==> src/design/raw_waw_interval_histogram_assert.svh <==
// Assertion macros used by raw_waw_interval_histogram.sv; clock and reset are the module ports.
`ifndef RAW_WAW_INTERVAL_HISTOGRAM_ASSERT_SVH
`define RAW_WAW_INTERVAL_HISTOGRAM_ASSERT_SVH

// same-cycle implication
`define RWIH_ASSERT_IMP(lbl, ante, cons) \
   lbl: assert property (@(posedge clock) disable iff (reset) (ante) |-> (cons)) \
      else $error("rwih assertion failed");

// next-cycle implication
`define RWIH_ASSERT_NXT(lbl, ante, cons) \
   lbl: assert property (@(posedge clock) disable iff (reset) (ante) |=> (cons)) \
      else $error("rwih assertion failed");

`endif

==> src/design/rwih_pkg.sv <==
package rwih_pkg;

   localparam int TS_W    = 48;
   localparam int TICKS_W = 32;
   localparam int OFS_W   = 16;
   localparam int CNT_W   = 9;
   localparam int BIN_W   = 12;
   localparam int HCNT_W  = 32;

   localparam logic [TICKS_W-1:0] TICKS_RESET = 32'd10000000;

   typedef enum logic [1:0] {
      STAT_DONE     = 2'd0,
      STAT_DROPPED  = 2'd1,
      STAT_PARTIAL  = 2'd2,
      STAT_BIN_READ = 2'd3
   } status_type;

endpackage

==> src/design/rwih_div.sv <==
module rwih_div import rwih_pkg::*; #(
   parameter int HIST_BINS = 4096,
   localparam int QW = $clog2(HIST_BINS)
) (
   input  logic               clock,
   input  logic               reset,
   input  logic               start,
   input  logic [TS_W-1:0]    dividend,
   input  logic [TICKS_W-1:0] divisor,
   output logic               done,
   output logic [QW-1:0]      quotient
);

   localparam int LW = TICKS_W + QW;
   localparam int CW = (TS_W > LW) ? TS_W : LW;
   localparam int SW = $clog2(QW);

   typedef enum logic [1:0] {D_IDLE, D_MUL, D_CHK, D_STEP} state_type;

   state_type          state_ff;
   logic [CW-1:0]      rem_ff;
   logic [TICKS_W-1:0] dvs_ff;
   logic [LW-1:0]      lim_ff;
   logic [CW-1:0]      dsh_ff;
   logic [SW-1:0]      step_ff;
   logic [QW-1:0]      q_ff;
   logic               done_ff;
   logic               fits;

   // one restoring step: current divisor multiple fits into the remainder
   assign fits = (rem_ff >= dsh_ff);

   always_ff @(posedge clock) begin
      if (reset) begin
         state_ff <= D_IDLE;
         done_ff  <= 1'b0;
      end else begin
         case (state_ff)
            D_IDLE: begin
               done_ff <= 1'b0;
               if (start) begin
                  rem_ff   <= CW'(dividend);
                  dvs_ff   <= divisor;
                  state_ff <= D_MUL;
               end
            end
            D_MUL: begin
               // quotient saturates once elapsed reaches divisor * bins
               lim_ff   <= LW'(dvs_ff) * LW'(HIST_BINS);
               dsh_ff   <= CW'(dvs_ff) << (QW - 1);
               step_ff  <= SW'(QW - 1);
               q_ff     <= '0;
               state_ff <= D_CHK;
            end
            D_CHK: begin
               if (rem_ff >= CW'(lim_ff)) begin
                  q_ff     <= QW'(HIST_BINS - 1);
                  done_ff  <= 1'b1;
                  state_ff <= D_IDLE;
               end else begin
                  state_ff <= D_STEP;
               end
            end
            D_STEP: begin
               if (fits) begin
                  rem_ff <= rem_ff - dsh_ff;
               end
               q_ff   <= {q_ff[QW-2:0], fits};
               dsh_ff <= dsh_ff >> 1;
               if (step_ff == '0) begin
                  done_ff  <= 1'b1;
                  state_ff <= D_IDLE;
               end else begin
                  step_ff <= step_ff - 1'b1;
               end
            end
            default: state_ff <= D_IDLE;
         endcase
      end
   end

   assign done     = done_ff;
   assign quotient = q_ff;

endmodule

==> config.mk <==
export PLATFORM = sky130hd
export DESIGN_NAME = rwih_div
export DESIGN_NICKNAME = d
export VERILOG_FILES = /design/src/design/raw_waw_interval_histogram_assert.svh /design/src/design/rwih_pkg.sv /design/src/design/rwih_div.sv
export SDC_FILE = /design/constraint.sdc
export NUM_CORES = 1
export LEC_CHECK = 0
export BUFFER_PORTS_ARGS = -buffer_cell sky130_fd_sc_hd__buf_2
export CAP_MARGIN = 20
export CORE_ASPECT_RATIO = 1.25
export CORE_MARGIN = 1
export CORE_UTILIZATION = 30
export DETAILED_ROUTE_END_ITERATION = 6
export MAX_ROUTING_LAYER = met4
export PLACE_DENSITY = 0.5
export SYNTH_ARGS = -nofsm -noshare
export SYNTH_HDL_FRONTEND = slang
export SYNTH_SLANG_ARGS = --single-unit
export TNS_END_PERCENT = 30
==> constraint.sdc <==
create_clock -name clock -period 14.6 [get_ports clock]
set_clock_uncertainty 0.05 [all_clocks]
set_input_delay 2.92 -clock clock [delete_from_list [all_inputs] [get_ports clock]]
set_output_delay 2.92 -clock clock [all_outputs]
set_load 0.005 [all_outputs]
==> flow_summary.html <==
<table>
<tr><th>Metric</th><th>Value</th></tr>
<tr><th colspan="2">Run status</th></tr>
<tr><td>Outcome</td><td>finished with violations</td></tr>
<tr><td>Violated checks</td><td>design-rule violations</td></tr>
<tr><th colspan="2">Die</th></tr>
<tr><td>Placeable core region</td><td>about 33000 sq um</td></tr>
<tr><td>Starting density of the core</td><td>0.308</td></tr>
<tr><td>Io pins</td><td>between 90 and 100</td></tr>
<tr><td>X dimension of the die</td><td>167 microns</td></tr>
<tr><td>Die height</td><td>roughly 210 microns</td></tr>
<tr><td>Die area</td><td>34600 sq um</td></tr>
<tr><td>Placement row count</td><td>between 70 and 80</td></tr>
<tr><th colspan="2">Logic synthesis</th></tr>
<tr><td>YS warnings</td><td>0</td></tr>
<tr><td>Most used DFF post-synth</td><td>sky130_fd_sc_hd__edfxtp_1</td></tr>
<tr><td>Number of distinct library cell variants in the gate-level netlist after synthesis</td><td>56</td></tr>
<tr><td>Number of flip-flops and latches in the synthesized netlist</td><td>174</td></tr>
<tr><td>Post-Synthesis Cells</td><td>roughly 910</td></tr>
<tr><td>Share of flip-flops with an asynchronous set or reset after synthesis</td><td>0</td></tr>
<tr><td>Sequential element share of the synthesized area</td><td>0.512</td></tr>
<tr><td>Post-synth EDFFs</td><td>around 170</td></tr>
<tr><td>Mean instance size in the synthesized netlist</td><td>between 10 and 15 sq um</td></tr>
<tr><td>Area of the mapped netlist</td><td>a little over 10000 sq um</td></tr>
<tr><td>Post-synth net total</td><td>about 1100</td></tr>
<tr><th colspan="2">Power and ir drop</th></tr>
<tr><td>Reported leakage power</td><td>approximately 4.7 nW</td></tr>
<tr><td>Maximum vdd ir drop</td><td>between 60 and 70 uV</td></tr>
<tr><td>PnR Total Power</td><td>around 1.5 mW</td></tr>
<tr><td>Pwr Density</td><td>approximately 130 nW/um^2</td></tr>
<tr><th colspan="2">Critical path</th></tr>
<tr><td>Worst setup EP type</td><td>register</td></tr>
<tr><td>Startpoint type of the worst setup path</td><td>input pin</td></tr>
<tr><td>Reg-to-reg setup timing slack</td><td>approximately 10 ns</td></tr>
<tr><td>Standard cell with the maximum stage delay on the critical path</td><td>sky130_fd_sc_hd__buf_4</td></tr>
<tr><td>Crit. path cell count</td><td>4</td></tr>
<tr><td>Cells along the critical path</td><td>buf_2 -&gt; or3_1 -&gt; a31oi_4 -&gt; buf_4</td></tr>
<tr><td>Total buffers and inverters traversed by the critical path</td><td>2</td></tr>
<tr><td>Critical setup path kind</td><td>input pin to register</td></tr>
<tr><td>Reg2reg path depth</td><td>9</td></tr>
<tr><td>Critical Path Fanout Max</td><td>48</td></tr>
<tr><td>Data required time of the worst path</td><td>approximately 15 ns</td></tr>
<tr><td>Data arrival time of the critical path</td><td>approximately 4.3 ns</td></tr>
<tr><td>Crit-path max cell delay</td><td>between 0.5 and 0.6 ns</td></tr>
<tr><td>Gate family responsible for the most delay along the worst path</td><td>buffers and inverters</td></tr>
<tr><th colspan="2">Clocking</th></tr>
<tr><td>Resized Gates After CTS</td><td>0</td></tr>
<tr><td>TritonCTS Buffers</td><td>17</td></tr>
<tr><td>Hold-fix buffer count after cts</td><td>0</td></tr>
<tr><td>CTS tree</td><td>built</td></tr>
<tr><td>Clock root buffer</td><td>sky130_fd_sc_hd__clkbuf_16</td></tr>
<tr><td>Worst-Skew Late Latency</td><td>0.44 ns</td></tr>
<tr><td>Post CTS Setup Buffer Count</td><td>0</td></tr>
<tr><td>CTS Buffer Depth</td><td>2</td></tr>
<tr><td>Clock Sinks</td><td>roughly 170</td></tr>
<tr><td>H-tree Lvls</td><td>4</td></tr>
<tr><td>Worst-path clk slew</td><td>around 0.060 ns</td></tr>
<tr><th colspan="2">Layout</th></tr>
<tr><td>Most common library cell in the layout ignoring fill and taps</td><td>sky130_fd_sc_hd__edfxtp_1</td></tr>
<tr><td>Number of filler cells placed in the layout</td><td>3368</td></tr>
<tr><td>Fraction of final layout cells with drive strength greater than 1</td><td>0.202</td></tr>
<tr><td>Final cell count without fillers</td><td>between 1000 and 1500</td></tr>
<tr><td>Final std cell area, no fill</td><td>between 10000 and 15000 sq um</td></tr>
<tr><td>Most frequent cells in the layout</td><td>171 x sky130_fd_sc_hd__edfxtp_1, 100 x sky130_fd_sc_hd__inv_1, 95 x sky130_fd_sc_hd__buf_2</td></tr>
<tr><td>Antenna cells</td><td>0</td></tr>
<tr><td>Total Nets Final</td><td>about 1200</td></tr>
<tr><td>Syn-to-layout area delta</td><td>15.4%</td></tr>
<tr><th colspan="2">STA</th></tr>
<tr><td>Number of failing hold endpoints at the final stage</td><td>0</td></tr>
<tr><td>Setup TNS after final layout</td><td>0 ns</td></tr>
<tr><td>Unrepaired setup endpoints after global routing</td><td>no</td></tr>
<tr><td>Max Slew Vio Count</td><td>0</td></tr>
<tr><td>Fin crit period</td><td>around 4.3 ns</td></tr>
<tr><td>Period Utilization, post-route</td><td>0.295</td></tr>
<tr><td>Total of endpoints with negative setup slack in the final report</td><td>0</td></tr>
<tr><td>Slew at the pin with the worst max-slew slack</td><td>roughly 0.91 ns</td></tr>
<tr><td>Upper clock frequency limit</td><td>between 200 and 250 MHz</td></tr>
<tr><td>Max-slew headroom</td><td>0.389</td></tr>
<tr><td>Final hold slack</td><td>between 0.3 and 0.4 ns</td></tr>
<tr><th colspan="2">Global routing</th></tr>
<tr><td>Aggregate global-route resource usage</td><td>0.151</td></tr>
<tr><td>Antenna violations before repair</td><td>0</td></tr>
<tr><td>Vias in the first global route</td><td>slightly above 7000</td></tr>
<tr><td>Overflow after GRT</td><td>0</td></tr>
<tr><td>Global-route wire length before repair</td><td>between 30 and 40 mm</td></tr>
<tr><td>Largest net degree at the start of global routing</td><td>between 50 and 60</td></tr>
<tr><th colspan="2">Run</th></tr>
<tr><td>Max-capacitance violation count</td><td>0</td></tr>
<tr><th colspan="2">Routing</th></tr>
<tr><td>DRC violation total after the first TritonRoute iteration</td><td>339</td></tr>
<tr><td>Total vias in the final route</td><td>6966</td></tr>
<tr><td>DRC</td><td>3</td></tr>
<tr><td>Number of nets with antenna violations after routing</td><td>0</td></tr>
<tr><td>Number of detailed-route iterations in the first pass</td><td>6</td></tr>
<tr><td>Detail-routed net length per standard cell</td><td>about 17 microns</td></tr>
<tr><td>Vias/cell</td><td>roughly 4.9</td></tr>
<tr><td>DRT Wirelength</td><td>~25 mm</td></tr>
<tr><th colspan="2">Placed design</th></tr>
<tr><td>Placed instance area</td><td>11100 sq um</td></tr>
<tr><td>Detailed placement HPWL</td><td>approximately 19 mm</td></tr>
<tr><td>Placed Cells</td><td>1400</td></tr>
<tr><td>PortBufs</td><td>95</td></tr>
<tr><td>Routability congestion estimate from global placement</td><td>between 0.8 and 0.9</td></tr>
<tr><th colspan="2">Hold path</th></tr>
<tr><td>Count of cells along the worst hold path</td><td>0</td></tr>
<tr><td>Class of the most critical hold timing path</td><td>register to register</td></tr>
</table>
-- state kept, by name (all words and copies together) (netlist names) --
register	flops
quotient	12
dsh_ff	43
dvs_ff	32
done	1
rem_ff	48
state_ff	2
step_ff	4
lim_ff	32
-- worst paths after layout --
check | to | from
min reg2reg | lim_ff[33]$_DFFE_PP_ | dvs_ff[21]$_DFFE_PP_
min | lim_ff[33]$_DFFE_PP_ | dvs_ff[21]$_DFFE_PP_
max reg2reg | quotient[0]$_DFFE_PP_ | rem_ff[0]$_DFFE_PP_
max | rem_ff[25]$_DFFE_PP_ | reset
-- synth_stat cells, drive strengths merged (6+ instances only) --
master	n	area, sq um
a21o	26	195
a21oi	81	405
a31oi	9	56.3
buf	7	37.5
clkbuf	25	93.8
edfxtp	171	5130
ha	80	1000
inv	100	375
mux2	63	709
nand2	69	259
nand3	7	35.0
nand4	25	156
nor2	54	203
nor2b	12	75.1
nor3	13	65.1
o211ai	6	45.0
o21a	8	60.1
o21ai	40	200
o21bai	11	82.6
xnor2	29	254
xor2	15	131
-- cells by family after synthesis --
family / after synthesis / synth area share
flip-flops: 174 / 0.512
XOR/XNOR: 44 / 0.0380
AO/OA/AOI/OAI: 206 / 0.127
adder cells (fa/ha/maj): 81 / 0.101
multiplexers: 63 / 0.0699
buffers and inverters: 132 / 0.0499
AND/OR/NAND/NOR: 214 / 0.103
-- through the flow --
| stage | setup WS (ns) | util |
|---|---|---|
| finish | 10.29 | 0.355 |
| CTS | 10.30 | 0.355 |
| detailed placement | 9.83 | 0.338 |
| global placement | 9.85 | 0.336 |
| global route | 10.13 | 0.355 |
| floorplan | 8.33 | - |
-- cell type report --
| type | instances | area, sq um | share of cell area |
|---|---|---|---|
| clock inverters | 12 | 120 | 0.0103 |
| flip-flops and latches | 174 | 5190 | 0.443 |
| clock buffers | 20 | 437 | 0.0373 |
| well taps | 418 | 523 | 0.0446 |
| inverters | 100 | 375 | 0.0320 |
| multi-input cells | 608 | 4500 | 0.384 |
| repair buffers | 101 | 566 | 0.0483 |
-- power by group --
group	internal [mW]	switching (mW)
sequential	0.623	0.0284
combinational	0.169	0.258
clock	0.250	0.193
-- routing by layer --
metal,track usage,share of wire,vias to the layer above,routed length (microns)
li1,-,-,3505,-
met1,0.174,0.44,3325,10800
met2,0.265,0.51,110,12700
met3,0.0242,0.028,26,678
met4,0.0485,0.017,0,417
met5,-,0,-,0
Power figures use the tool's default switching activity.
